$ cat src/design/ipc_pkg.sv
// Shared types and constants for the IP address classifier.
package ipc_pkg;

   localparam int AddrWidth   = 64;
   localparam int ClassWidth  = 4;
   localparam int PrefixWidth = 8;
   localparam int IndexWidth  = 8;

   localparam logic [ClassWidth-1:0] CLASS_NONE    = 4'd0;
   localparam logic [ClassWidth-1:0] CLASS_RFC1918 = 4'd1;
   localparam logic [ClassWidth-1:0] CLASS_RFC2544 = 4'd2;
   localparam logic [ClassWidth-1:0] CLASS_RFC6598 = 4'd3;
   localparam logic [ClassWidth-1:0] CLASS_RFC5737 = 4'd4;
   localparam logic [ClassWidth-1:0] CLASS_RFC3927 = 4'd5;
   localparam logic [ClassWidth-1:0] CLASS_RFC3849 = 4'd6;
   localparam logic [ClassWidth-1:0] CLASS_RFC3964 = 4'd7;
   localparam logic [ClassWidth-1:0] CLASS_RFC4193 = 4'd8;
   localparam logic [ClassWidth-1:0] CLASS_RFC4380 = 4'd9;
   localparam logic [ClassWidth-1:0] CLASS_RFC4843 = 4'd10;
   localparam logic [ClassWidth-1:0] CLASS_RFC4862 = 4'd11;
   localparam logic [ClassWidth-1:0] CLASS_RFC6052 = 4'd12;
   localparam logic [ClassWidth-1:0] CLASS_RFC6145 = 4'd13;

   localparam logic [IndexWidth-1:0] CSR_BASE_HI   = 8'd0;
   localparam logic [IndexWidth-1:0] CSR_BASE_LO   = 8'd1;
   localparam logic [IndexWidth-1:0] CSR_PREFIX    = 8'd2;
   localparam logic [IndexWidth-1:0] CSR_FAMILY_V6 = 8'd3;

   typedef struct packed {
      logic [AddrWidth-1:0] addr_hi;
      logic [AddrWidth-1:0] addr_lo;
      logic                 addr_is_v6;
   } addr_type;

   typedef struct packed {
      logic [ClassWidth-1:0] reservation_class;
      logic                  reserved;
      logic                  routable;
      logic                  loopback;
      logic                  multicast;
      logic                  is_valid_addr;
   } flags_type;

   typedef struct packed {
      logic [AddrWidth-1:0]   base_hi;
      logic [AddrWidth-1:0]   base_lo;
      logic [PrefixWidth-1:0] prefix_len;
      logic                   family_v6;
   } subnet_type;

endpackage

$ cat src/design/ipc_range_class.sv
// Reserved-range class and address flags for one IPv4 or IPv6 word.
module ipc_range_class (
   input  ipc_pkg::addr_type  addr,
   output ipc_pkg::flags_type flags
);
   import ipc_pkg::*;

   logic [31:0]           a4;
   logic [7:0]            b0;
   logic [7:0]            b1;
   logic [7:0]            b2;
   logic [31:0]           top32;
   logic [15:0]           top16;
   logic [7:0]            h0;
   logic [ClassWidth-1:0] class_v4;
   logic [ClassWidth-1:0] class_v6;
   logic [ClassWidth-1:0] cls;
   logic                  valid;
   logic                  loop;
   logic                  mcast;
   logic                  blocked;

   assign a4    = addr.addr_lo[31:0];
   assign b0    = a4[31:24];
   assign b1    = a4[23:16];
   assign b2    = a4[15:8];
   assign top32 = addr.addr_hi[63:32];
   assign top16 = addr.addr_hi[63:48];
   assign h0    = addr.addr_hi[63:56];

   always_comb begin
      class_v4 = CLASS_NONE;
      if (b0 == 8'd10 || (b0 == 8'd172 && b1 >= 8'd16 && b1 <= 8'd31) ||
          (b0 == 8'd192 && b1 == 8'd168)) begin
         class_v4 = CLASS_RFC1918;
      end
      if (b0 == 8'd198 && (b1 == 8'd18 || b1 == 8'd19)) begin
         class_v4 = CLASS_RFC2544;
      end
      if (b0 == 8'd100 && b1 >= 8'd64 && b1 <= 8'd127) begin
         class_v4 = CLASS_RFC6598;
      end
      if ((b0 == 8'd192 && b1 == 8'd0 && b2 == 8'd2) ||
          (b0 == 8'd198 && b1 == 8'd51 && b2 == 8'd100) ||
          (b0 == 8'd203 && b1 == 8'd0 && b2 == 8'd113)) begin
         class_v4 = CLASS_RFC5737;
      end
      if (b0 == 8'd169 && b1 == 8'd254) begin
         class_v4 = CLASS_RFC3927;
      end
   end

   always_comb begin
      class_v6 = CLASS_NONE;
      if (top32 == 32'h2001_0DB8) class_v6 = CLASS_RFC3849;
      if (top16 == 16'h2002) class_v6 = CLASS_RFC3964;
      if (h0 == 8'hFC || h0 == 8'hFD) class_v6 = CLASS_RFC4193;
      if (top32 == 32'h2001_0000) class_v6 = CLASS_RFC4380;
      if ((top32 & 32'hFFFF_FFF0) == 32'h2001_0010) class_v6 = CLASS_RFC4843;
      if (top16 == 16'hFE80) class_v6 = CLASS_RFC4862;
      if (top32 == 32'h0064_FF9B) class_v6 = CLASS_RFC6052;
      if (addr.addr_hi == 64'h0000_FFFF_0000_0000 && addr.addr_lo == 64'd0) begin
         class_v6 = CLASS_RFC6145;
      end
   end

   always_comb begin
      if (addr.addr_is_v6) begin
         valid = (addr.addr_hi | addr.addr_lo) != 64'd0;
         loop  = addr.addr_hi == 64'd0 && addr.addr_lo == 64'd1;
         mcast = h0 == 8'hFF;
         cls   = valid ? class_v6 : CLASS_NONE;
      end else begin
         valid = a4 != 32'd0;
         loop  = b0 == 8'd127;
         mcast = a4[31:28] == 4'hE;
         cls   = valid ? class_v4 : CLASS_NONE;
      end
   end

   always_comb begin
      case (cls)
         CLASS_RFC1918, CLASS_RFC2544, CLASS_RFC6598, CLASS_RFC5737, CLASS_RFC3927,
         CLASS_RFC3849, CLASS_RFC4193, CLASS_RFC4843, CLASS_RFC4862: blocked = 1'b1;
         default: blocked = 1'b0;
      endcase
   end

   assign flags.reservation_class = cls;
   assign flags.reserved          = cls != CLASS_NONE;
   assign flags.routable          = valid && !loop && !blocked;
   assign flags.loopback          = loop;
   assign flags.multicast         = mcast;
   assign flags.is_valid_addr     = valid;

endmodule

$ cat src/design/ipc_subnet_match.sv
// Membership test of one address word against the configured subnet.
module ipc_subnet_match (
   input  ipc_pkg::addr_type   addr,
   input  ipc_pkg::subnet_type subnet,
   output logic                in_subnet
);
   import ipc_pkg::*;

   logic [31:0]              mask_v4;
   logic [2*AddrWidth-1:0]   mask_v6;
   logic [PrefixWidth-1:0]   shift_v4;
   logic [PrefixWidth-1:0]   shift_v6;
   logic [2*AddrWidth-1:0]   addr_v6;
   logic [2*AddrWidth-1:0]   base_v6;
   logic                     ok_v4;
   logic                     ok_v6;

   assign shift_v4 = 8'd32 - subnet.prefix_len;
   assign shift_v6 = 8'd128 - subnet.prefix_len;
   assign mask_v4  = {32{1'b1}} << shift_v4;
   assign mask_v6  = {(2*AddrWidth){1'b1}} << shift_v6;
   assign addr_v6  = {addr.addr_hi, addr.addr_lo};
   assign base_v6  = {subnet.base_hi, subnet.base_lo};

   assign ok_v4 = subnet.base_lo[31:0] != 32'd0 && subnet.prefix_len >= 8'd1 &&
                  subnet.prefix_len <= 8'd32 &&
                  (addr.addr_lo[31:0] & mask_v4) == subnet.base_lo[31:0];
   assign ok_v6 = base_v6 != '0 && subnet.prefix_len >= 8'd1 &&
                  subnet.prefix_len <= 8'd128 && (addr_v6 & mask_v6) == base_v6;

   always_comb begin
      if (addr.addr_is_v6 != subnet.family_v6) begin
         in_subnet = 1'b0;
      end else if (addr.addr_is_v6) begin
         in_subnet = ok_v6;
      end else begin
         in_subnet = ok_v4;
      end
   end

endmodule

$ cat src/design/ip_address_classifier.sv
// Top level of the IP address classifier: word register, classify, result register.
// A word is held in the word register, classified, and strobed on rsp_valid from the result register.
// Throughput: one word per cycle; busy stays low, so start may be held every cycle.
// The rate is set by the single-pass classify and subnet compare between two registers.
// Reset (synchronous, active high) drops any word in flight and clears the subnet registers.
// Results are shown for one cycle on rsp_valid; the receiver cannot stall.
module ip_address_classifier (
   input  logic                               clock,
   input  logic                               reset,
   input  logic                               start,
   output logic                               busy,
   input  logic [ipc_pkg::AddrWidth-1:0]      req_addr_hi,
   input  logic [ipc_pkg::AddrWidth-1:0]      req_addr_lo,
   input  logic                               req_addr_is_v6,
   output logic                               rsp_valid,
   output logic [ipc_pkg::ClassWidth-1:0]     rsp_reservation_class,
   output logic                               rsp_reserved,
   output logic                               rsp_routable,
   output logic                               rsp_loopback,
   output logic                               rsp_multicast,
   output logic                               rsp_is_valid_addr,
   output logic                               rsp_in_subnet,
   input  logic                               csr_we,
   input  logic [ipc_pkg::IndexWidth-1:0]     csr_index,
   input  logic [ipc_pkg::AddrWidth-1:0]      csr_wdata
);
   import ipc_pkg::*;

   logic       req_valid_ff;
   addr_type   req_addr_ff;
   subnet_type subnet_ff;
   subnet_type subnet_in;
   flags_type  flags;
   logic       subnet_hit;
   logic       rsp_valid_ff;
   flags_type  rsp_flags_ff;
   logic       rsp_in_subnet_ff;
   logic       rsp_in_subnet_in;

   assign busy = 1'b0;

   always_comb begin
      subnet_in = subnet_ff;
      if (csr_we) begin
         case (csr_index)
            CSR_BASE_HI:   subnet_in.base_hi    = csr_wdata;
            CSR_BASE_LO:   subnet_in.base_lo    = csr_wdata;
            CSR_PREFIX:    subnet_in.prefix_len = csr_wdata[PrefixWidth-1:0];
            CSR_FAMILY_V6: subnet_in.family_v6  = csr_wdata[0];
            default:       subnet_in = subnet_ff;
         endcase
      end
   end

   always_ff @(posedge clock) begin
      if (reset) begin
         subnet_ff <= '0;
      end else begin
         subnet_ff <= subnet_in;
      end
   end

   // hold the word
   always_ff @(posedge clock) begin
      if (reset) begin
         req_valid_ff <= 1'b0;
      end else begin
         req_valid_ff <= start && !busy;
      end
   end

   always_ff @(posedge clock) begin
      if (start && !busy) begin
         req_addr_ff.addr_hi    <= req_addr_hi;
         req_addr_ff.addr_lo    <= req_addr_lo;
         req_addr_ff.addr_is_v6 <= req_addr_is_v6;
      end
   end

   ipc_range_class u_range_class (
      .addr  (req_addr_ff),
      .flags (flags)
   );

   ipc_subnet_match u_subnet_match (
      .addr      (req_addr_ff),
      .subnet    (subnet_ff),
      .in_subnet (subnet_hit)
   );

   assign rsp_in_subnet_in = flags.is_valid_addr && !flags.loopback && subnet_hit;

   // advance to the result register
   always_ff @(posedge clock) begin
      if (reset) begin
         rsp_valid_ff <= 1'b0;
      end else begin
         rsp_valid_ff <= req_valid_ff;
      end
   end

   always_ff @(posedge clock) begin
      if (req_valid_ff) begin
         rsp_flags_ff     <= flags;
         rsp_in_subnet_ff <= rsp_in_subnet_in;
      end
   end

   assign rsp_valid             = rsp_valid_ff;
   assign rsp_reservation_class = rsp_flags_ff.reservation_class;
   assign rsp_reserved          = rsp_flags_ff.reserved;
   assign rsp_routable          = rsp_flags_ff.routable;
   assign rsp_loopback          = rsp_flags_ff.loopback;
   assign rsp_multicast         = rsp_flags_ff.multicast;
   assign rsp_is_valid_addr     = rsp_flags_ff.is_valid_addr;
   assign rsp_in_subnet         = rsp_in_subnet_ff;

endmodule
$ cat config.mk
export PLATFORM = sky130hd
export DESIGN_NAME = ip_address_classifier
export DESIGN_NICKNAME = d
export VERILOG_FILES = /design/src/design/ipc_pkg.sv /design/src/design/ipc_range_class.sv /design/src/design/ipc_subnet_match.sv /design/src/design/ip_address_classifier.sv
export SDC_FILE = /design/constraint.sdc
export NUM_CORES = 1
export LEC_CHECK = 0
export BUFFER_PORTS_ARGS = -buffer_cell sky130_fd_sc_hd__buf_2
export CORE_UTILIZATION = 54
export CTS_BUF_LIST = sky130_fd_sc_hd__clkbuf_8
export DETAILED_ROUTE_END_ITERATION = 8
export HOLD_SLACK_MARGIN = 0.05
export PLACE_DENSITY = 0.83
export REMOVE_ABC_BUFFERS = 1
export SLEW_MARGIN = 40
export SYNTH_ARGS = -nofsm -noshare
export SYNTH_HDL_FRONTEND = slang
export SYNTH_SLANG_ARGS = --single-unit
$ cat constraint.sdc
create_clock -name clock -period 4 [get_ports clock]
set_input_delay 0.4 -clock clock [delete_from_list [all_inputs] [get_ports clock]]
set_output_delay 0.4 -clock clock [all_outputs]
set_load 0.01 [all_outputs]
* Yosys cells after proc, flatten, opt, wreduce, memory -nomap -nowiden
Memory sizes are Yosys's and may differ from the RTL's.
Cells that the tools add are included.
** Cells by class
- $add $sub $neg :: 2
- Order comparisons :: 7
- Equality and inequality tests :: 34
- Shift operators :: 2
- Muxes and demuxes :: 21
- Bitwise gates (word level) :: 3
- Reductions and logical operators :: 45
** Operators with widths (count)
- $and 128x128->128 :: 1
- $eq 128x128->1 :: 1
- $logic_not 64->1 :: 2
- $reduce_bool 128->1 :: 1
- $shl 128x8->128 const A :: 1
- $eq 8x8->1 const B :: 10
- $eq 32x30->1 const B :: 2
- $eq 64x1->1 const B :: 1
- $eq 64x48->1 const B :: 1
- $or 64x64->64 :: 1
- $reduce_bool 32->1 :: 2
- $reduce_bool 64->1 :: 1
- $mux 4 :: 13
- $and 32x32->32 :: 1
- $eq 32x23->1 const B :: 1
- $eq 32x32->1 :: 1
- $eq 8x7->1 const B :: 4
- $shl 32x8->32 const A :: 1
- $eq 28x26->1 const B :: 1
- $eq 8x2->1 const B :: 3
- $logic_and 1x1->1 :: 24
- $eq 16x14->1 const B :: 1
- $eq 16x16->1 const B :: 1
- $eq 8x5->1 const B :: 2
- 21 further kinds :: 37
** Storage, ports and cells
- Register bits :: 278
- ROM bits :: 16
- Input bits :: 205
- Output and inout bits :: 12
- Logic and storage cells :: 131
- Memories :: 1
** Memory list
- (name not given) :: depth 16, width 1, read ports 1, clocked after memory_dff 0, wr ports 0, RTL line ipc_range_class.sv:82 : case (cls)

* Longest topological paths before layout
An unclocked memory read counts as a cell.
- Depth in word-level cells :: 15
- Depth in mapped cells :: 18
- Mapped depth without buffers :: 14

* Modules after synthesis
Synthesis repeated with hierarchy kept, for this count alone.
** Unflattened totals
- Cells, all modules :: 1674
- Area total of the unflattened synthesis :: 16229.3 um^2
** Modules (own cells, without submodules)
- ip_address_classifier :: instances 1, cells each 665, area an instance 9998.3 um^2, seq. area each 6956.7 um^2
- ipc_subnet_match :: instances 1, cells each 854, area an instance 5207.5 um^2, seq. area each 0.0 um^2
- ipc_range_class :: instances 1, cells each 155, area an instance 1023.5 um^2, seq. area each 0.0 um^2

* Worst setup path before layout
No wires, ideal clock.
- Path type :: reg-to-reg
- Start :: register subnet_ff[1] (netlist name)
- End :: register rsp_in_subnet_ff (netlist: rsp_in_subnet), data pin
- Setup time :: 0.152 ns
- Arrival :: 4.057 ns
- Data required time :: 3.848 ns
- Slack :: -0.209 ns
- Cell stages (with the launch flop) :: 17
- Buffers on the path :: 4
- Period minus slack after synthesis :: 4.209 ns
- Cells stage by stage :: dfxtp_1 > buf_2 > buf_1 > inv_1 > ha_1 > clkbuf_1 > inv_1 > ha_1 > clkbuf_1 > nand2b_1 > o311ai_1 > xnor2_1 > a2111oi_2 > nand4_1 > or4_1 > or4_1 > o22ai_1
** On the way
- Cells in the longest elaborated chain, start to end :: 8
- Elaborated cells on any way between the ends :: 20
- Those cells by class :: add/sub: 2; order compare: 3; eq/ne: 2; shift: 2; mux: 2; bitwise: 2; reduce/logical: 7
** RTL lines
- from (decl) :: RTL line ip_address_classifier.sv:31 : subnet_type subnet_ff;
- from (signal assigned) :: RTL line ip_address_classifier.sv:59 : subnet_ff <= subnet_in;
- $sub 8x8->8 / $sub 6x8->8 (equally long branches) :: RTL line ipc_subnet_match.sv:19, ipc_subnet_match.sv:18
- $shl 128x8->128 / $shl 32x8->32 (equally long branches) :: RTL line ipc_subnet_match.sv:21, ipc_subnet_match.sv:20
- $and 128x128->128 / $and 32x32->32 (equally long branches) :: RTL line ipc_subnet_match.sv:29, ipc_subnet_match.sv:27
- $eq 128x128->1 / $eq 32x32->1 (equally long branches) :: RTL line ipc_subnet_match.sv:29, ipc_subnet_match.sv:27
- $logic_and 1x1->1, on equally long branches :: RTL line ipc_subnet_match.sv:29, ipc_subnet_match.sv:26
- $mux 1 * :: RTL line ipc_subnet_match.sv:34 : end else if (addr.addr_is_v6) begin
- $mux 1 * :: RTL line ipc_subnet_match.sv:32 : if (addr.addr_is_v6 != subnet.family_v6) begin
- $logic_and 1x1->1 * :: RTL line ip_address_classifier.sv:91 : assign rsp_in_subnet_in = flags.is_valid_addr && !flags.loopback && subnet_hit;
- net rsp_in_subnet_in :: RTL line ip_address_classifier.sv:38 : logic rsp_in_subnet_in;
- to (signal assigned) :: RTL line ip_address_classifier.sv:105 : rsp_in_subnet_ff <= rsp_in_subnet_in;
- to (decl) :: RTL line ip_address_classifier.sv:37 : logic rsp_in_subnet_ff;
Mark *: on every way through the listed nets, which the timed path passes. The rest lies on a longest branch.
A chain may end at the register's enable or synchronous reset.

==> impl_metrics.env <==
export IMPL_status="complete, but fails checks"
export IMPL_violations="negative setup slack"
export IMPL_numCtsBuffers=43
export IMPL_grt_pass1_vias=18650
export IMPL_cts_htree_levels=2
export IMPL_grt_max_degree=140
export IMPL_die_area_mm2=0.02987
export IMPL_dp_cells=2539
export IMPL_synth_cells=1871
export IMPL_core_area_mm2=0.02870
export IMPL_synth_top_cells_by_area="edfxtp_1 (26%), dfxtp_1 (18%), nand2_1 (8.8%)"
export IMPL_muxShareOfSynthArea_pct=1.151
export IMPL_firstDrtPassIters=8
export IMPL_p_per_area_mw_per_mm2=302.7
export IMPL_cp_data_required_time_ps=4300
export IMPL_clock_latency_ps=600
export IMPL_cts_buffer_depth=3
export IMPL_ys_warn_count=0
export IMPL_viasPerCell=7.146
export IMPL_final_setup_tns_ps=-5.602
export IMPL_grt_pass1_wl_um=120800
export IMPL_cp_max_fo=4
export IMPL_fmax_mhz=249.7
export IMPL_syn_to_final_growth_pct=32.57
export IMPL_crit_type="reg -> reg"
export IMPL_fillCellCount=2145
export IMPL_cts_root_buf="clkbuf_8"
export IMPL_synth_xor_area_share_pct=2.779
export IMPL_crit_path_start_kind="flop"
export IMPL_ant_nets=0
export IMPL_p_leak_nw=7.878
export IMPL_drc=0
export IMPL_synthArstFlopShare_pct=0
export IMPL_synth_top_area_cell="edfxtp_1"
export IMPL_skew_ps=27.81
export IMPL_clk_pin_slew_worst_paths_ps=80
export IMPL_antenna_found_initial=3
export IMPL_fin_nets=2543
export IMPL_crit_chain="or4_1 > or4_1 > nor4_1 > nand3_1 > o21ai_0 > a21oi_1 > o22ai_1 > nor3_1 > o21ai_0 > a21oi_1"
export IMPL_layout_drive_gt1_share_pct=23.04
export IMPL_wl_per_cell_um=30.76
export IMPL_grt_usage_pct=55.16
export IMPL_layout_common_cells="nand2_1 (367), buf_2 (214), a21oi_1 (207)"
export IMPL_wirelength_um=84610
export IMPL_cts_tree="yes"
export IMPL_ys_seq_area_share_pct=44.14
export IMPL_ioPinCount=217
export IMPL_stdcell_count=2751
export IMPL_hpwl_um=60440
export IMPL_hold_slack_ps=66.28
export IMPL_die_w_um=172.8
export IMPL_avgSynthCellArea_um2=8.423
export IMPL_place_area_mm2=0.01844
export IMPL_hold_path_class="in -> reg"
export IMPL_crit_arrival_ps=4300
export IMPL_worst_pin_slew_ps=858.4
export IMPL_final_core_util_pct=72.79
export IMPL_synth_cell_types=84
export IMPL_worstSetupEndpointType="flop"
export IMPL_die_h_um=172.8
export IMPL_synth_fa_ha_area_share_pct=0.4763
export IMPL_syn_area_mm2=0.01576
export IMPL_row_count=62
export IMPL_num_vias=19660
export IMPL_synthFlopType="edfxtp_1"
export IMPL_setup_viol=1
export IMPL_synth_compound_area_share_pct=21.95
export IMPL_layout_commonest_cell="nand2_1"
export IMPL_place_gp_congestion=1.210
export IMPL_slew_headroom_pct=42.24
export IMPL_initial_utilization_pct=54.91
export IMPL_port_buffers=215
export IMPL_timing_final_crit_share_pct=100.1
export IMPL_cap_violations=0
export IMPL_dr_first_iter_drc_count=3945
export IMPL_cts_sinks=278
export IMPL_crit_path_top_delay_cell="or4_1"
export IMPL_yosys_area_top_type_share_pct=26.48
export IMPL_hold_viol=0
export IMPL_finish_instance_area_mm2=0.02089
export IMPL_vdd_drop_max_mv=0.3482
export IMPL_yosys_area_share_simple_pct=25.16
export IMPL_synth_seq_cells=278
export IMPL_overflow=0
export IMPL_fin_crit_ps=4006
export IMPL_layout_setup_ws_ps=-5.602
export IMPL_synth_top_family_by_area="simple AND/OR/NAND/NOR gates"
export IMPL_synth_edf_count=139
export IMPL_slowest_delay_ps=620
export IMPL_finalMaxSlewViolations=0
-- cell usage after synthesis, drive strengths merged (13+ instances only) --
cell type  instances
nor4b             13
o32ai             13
o22ai             15
edfxtp           139
nand2            370
a21oi            207
xor2              20
buf               25
nor3              41
nor2b             18
xnor2             30
nand3             71
a211oi            14
o311ai            14
and2              13
and3              20
o21ai             79
a31oi             27
nor2              84
a2111oi           13
dfxtp            139
nor4              73
o211ai            26
nand4             46
inv               44
clkbuf           100
mux2i             17
-- worst max-delay path: cells and delay by family (launching register included) --
kind / cells / cell delay [ps]
simple gates: 5 / 2070
compound gates: 5 / 1140
flops: 1 / 470
-- state kept, by name, summed over array words and instances (netlist names) --
name,cells
rsp_multicast,1
req_valid_ff,1
rsp_in_subnet,1
rsp_reserved,1
req_addr_ff,129
rsp_is_valid_addr,1
subnet_ff,137
rsp_reservation_class,4
rsp_valid,1
rsp_routable,1
rsp_loopback,1
-- cells by family after synthesis --
| logic type | Yosys count |
|---|---|
| adders and majority gates | 6 |
| xor gates and xnor gates | 50 |
| muxes | 18 |
| DFF | 278 |
| other | 1 |
| and+or+nand+nor | 817 |
| buffers and inverters | 169 |
| AOI/OAI and AO/OA | 532 |
-- power breakdown --
group / switching, mW / total (mW) / internal [mW] / leakage [nW]
combinational: 0.303 / 0.576 / 0.274 / 4.89
clock: 1.21 / 2.46 / 1.25 / 0.512
sequential: 0.167 / 3.29 / 3.12 / 2.47
-- final timing paths --
kind / startpoint / end / slack [ps] / cells after the start
max reg2reg: req_addr_ff[122] / rsp_routable / -6 / 10
max: req_addr_ff[122] / rsp_routable / -6 / 10
min reg2reg: subnet_ff[59] / subnet_ff[59] / 520 / 2
min: csr_wdata[53] / subnet_ff[126] / 70 / 3
-- through the flow --
stage	total power, mW	setup slack [ps]
final	6.325	-5.602
after global routing	6.437	-7.502
after CTS	6.197	10.18
after detailed placement	3.754	-76.74
after global placement	3.747	-115.5
after floorplan	3.400	-1132
-- per-layer routing --
layer | share of wire, % | up-vias | global-route usage, %
li1 | - | 7936 | -
met1 | 33 | 9033 | 65.45
met2 | 40 | 2008 | 79.97
met3 | 15 | 678 | 19.88
met4 | 11 | 4 | 45.98
met5 | 0.060 | - | 0
-- final cells by class --
cell class	count	area, um^2	share of cell area [%]
multi-input cells	1424	8421	40.30
well taps	384	480.5	2.300
inverters	44	168.9	0.8084
diodes	2	5.005	0.02395
repair buffers	541	4009	19.19
flip-flops and latches	278	6959	33.31
clock buffers	49	674.4	3.228
clock inverters	29	176.4	0.8444
-- timing repair --
action                                  4_1_cts  5_1_grt
gates resized for setup                       5       70
pin swaps                                     0       13
endpoints found under the setup margin        1        1
buffers inserted                              0        3
hold endpoints to repair                    129        0
hold buffers                                129        0
Power figures use the tool's default switching activity.
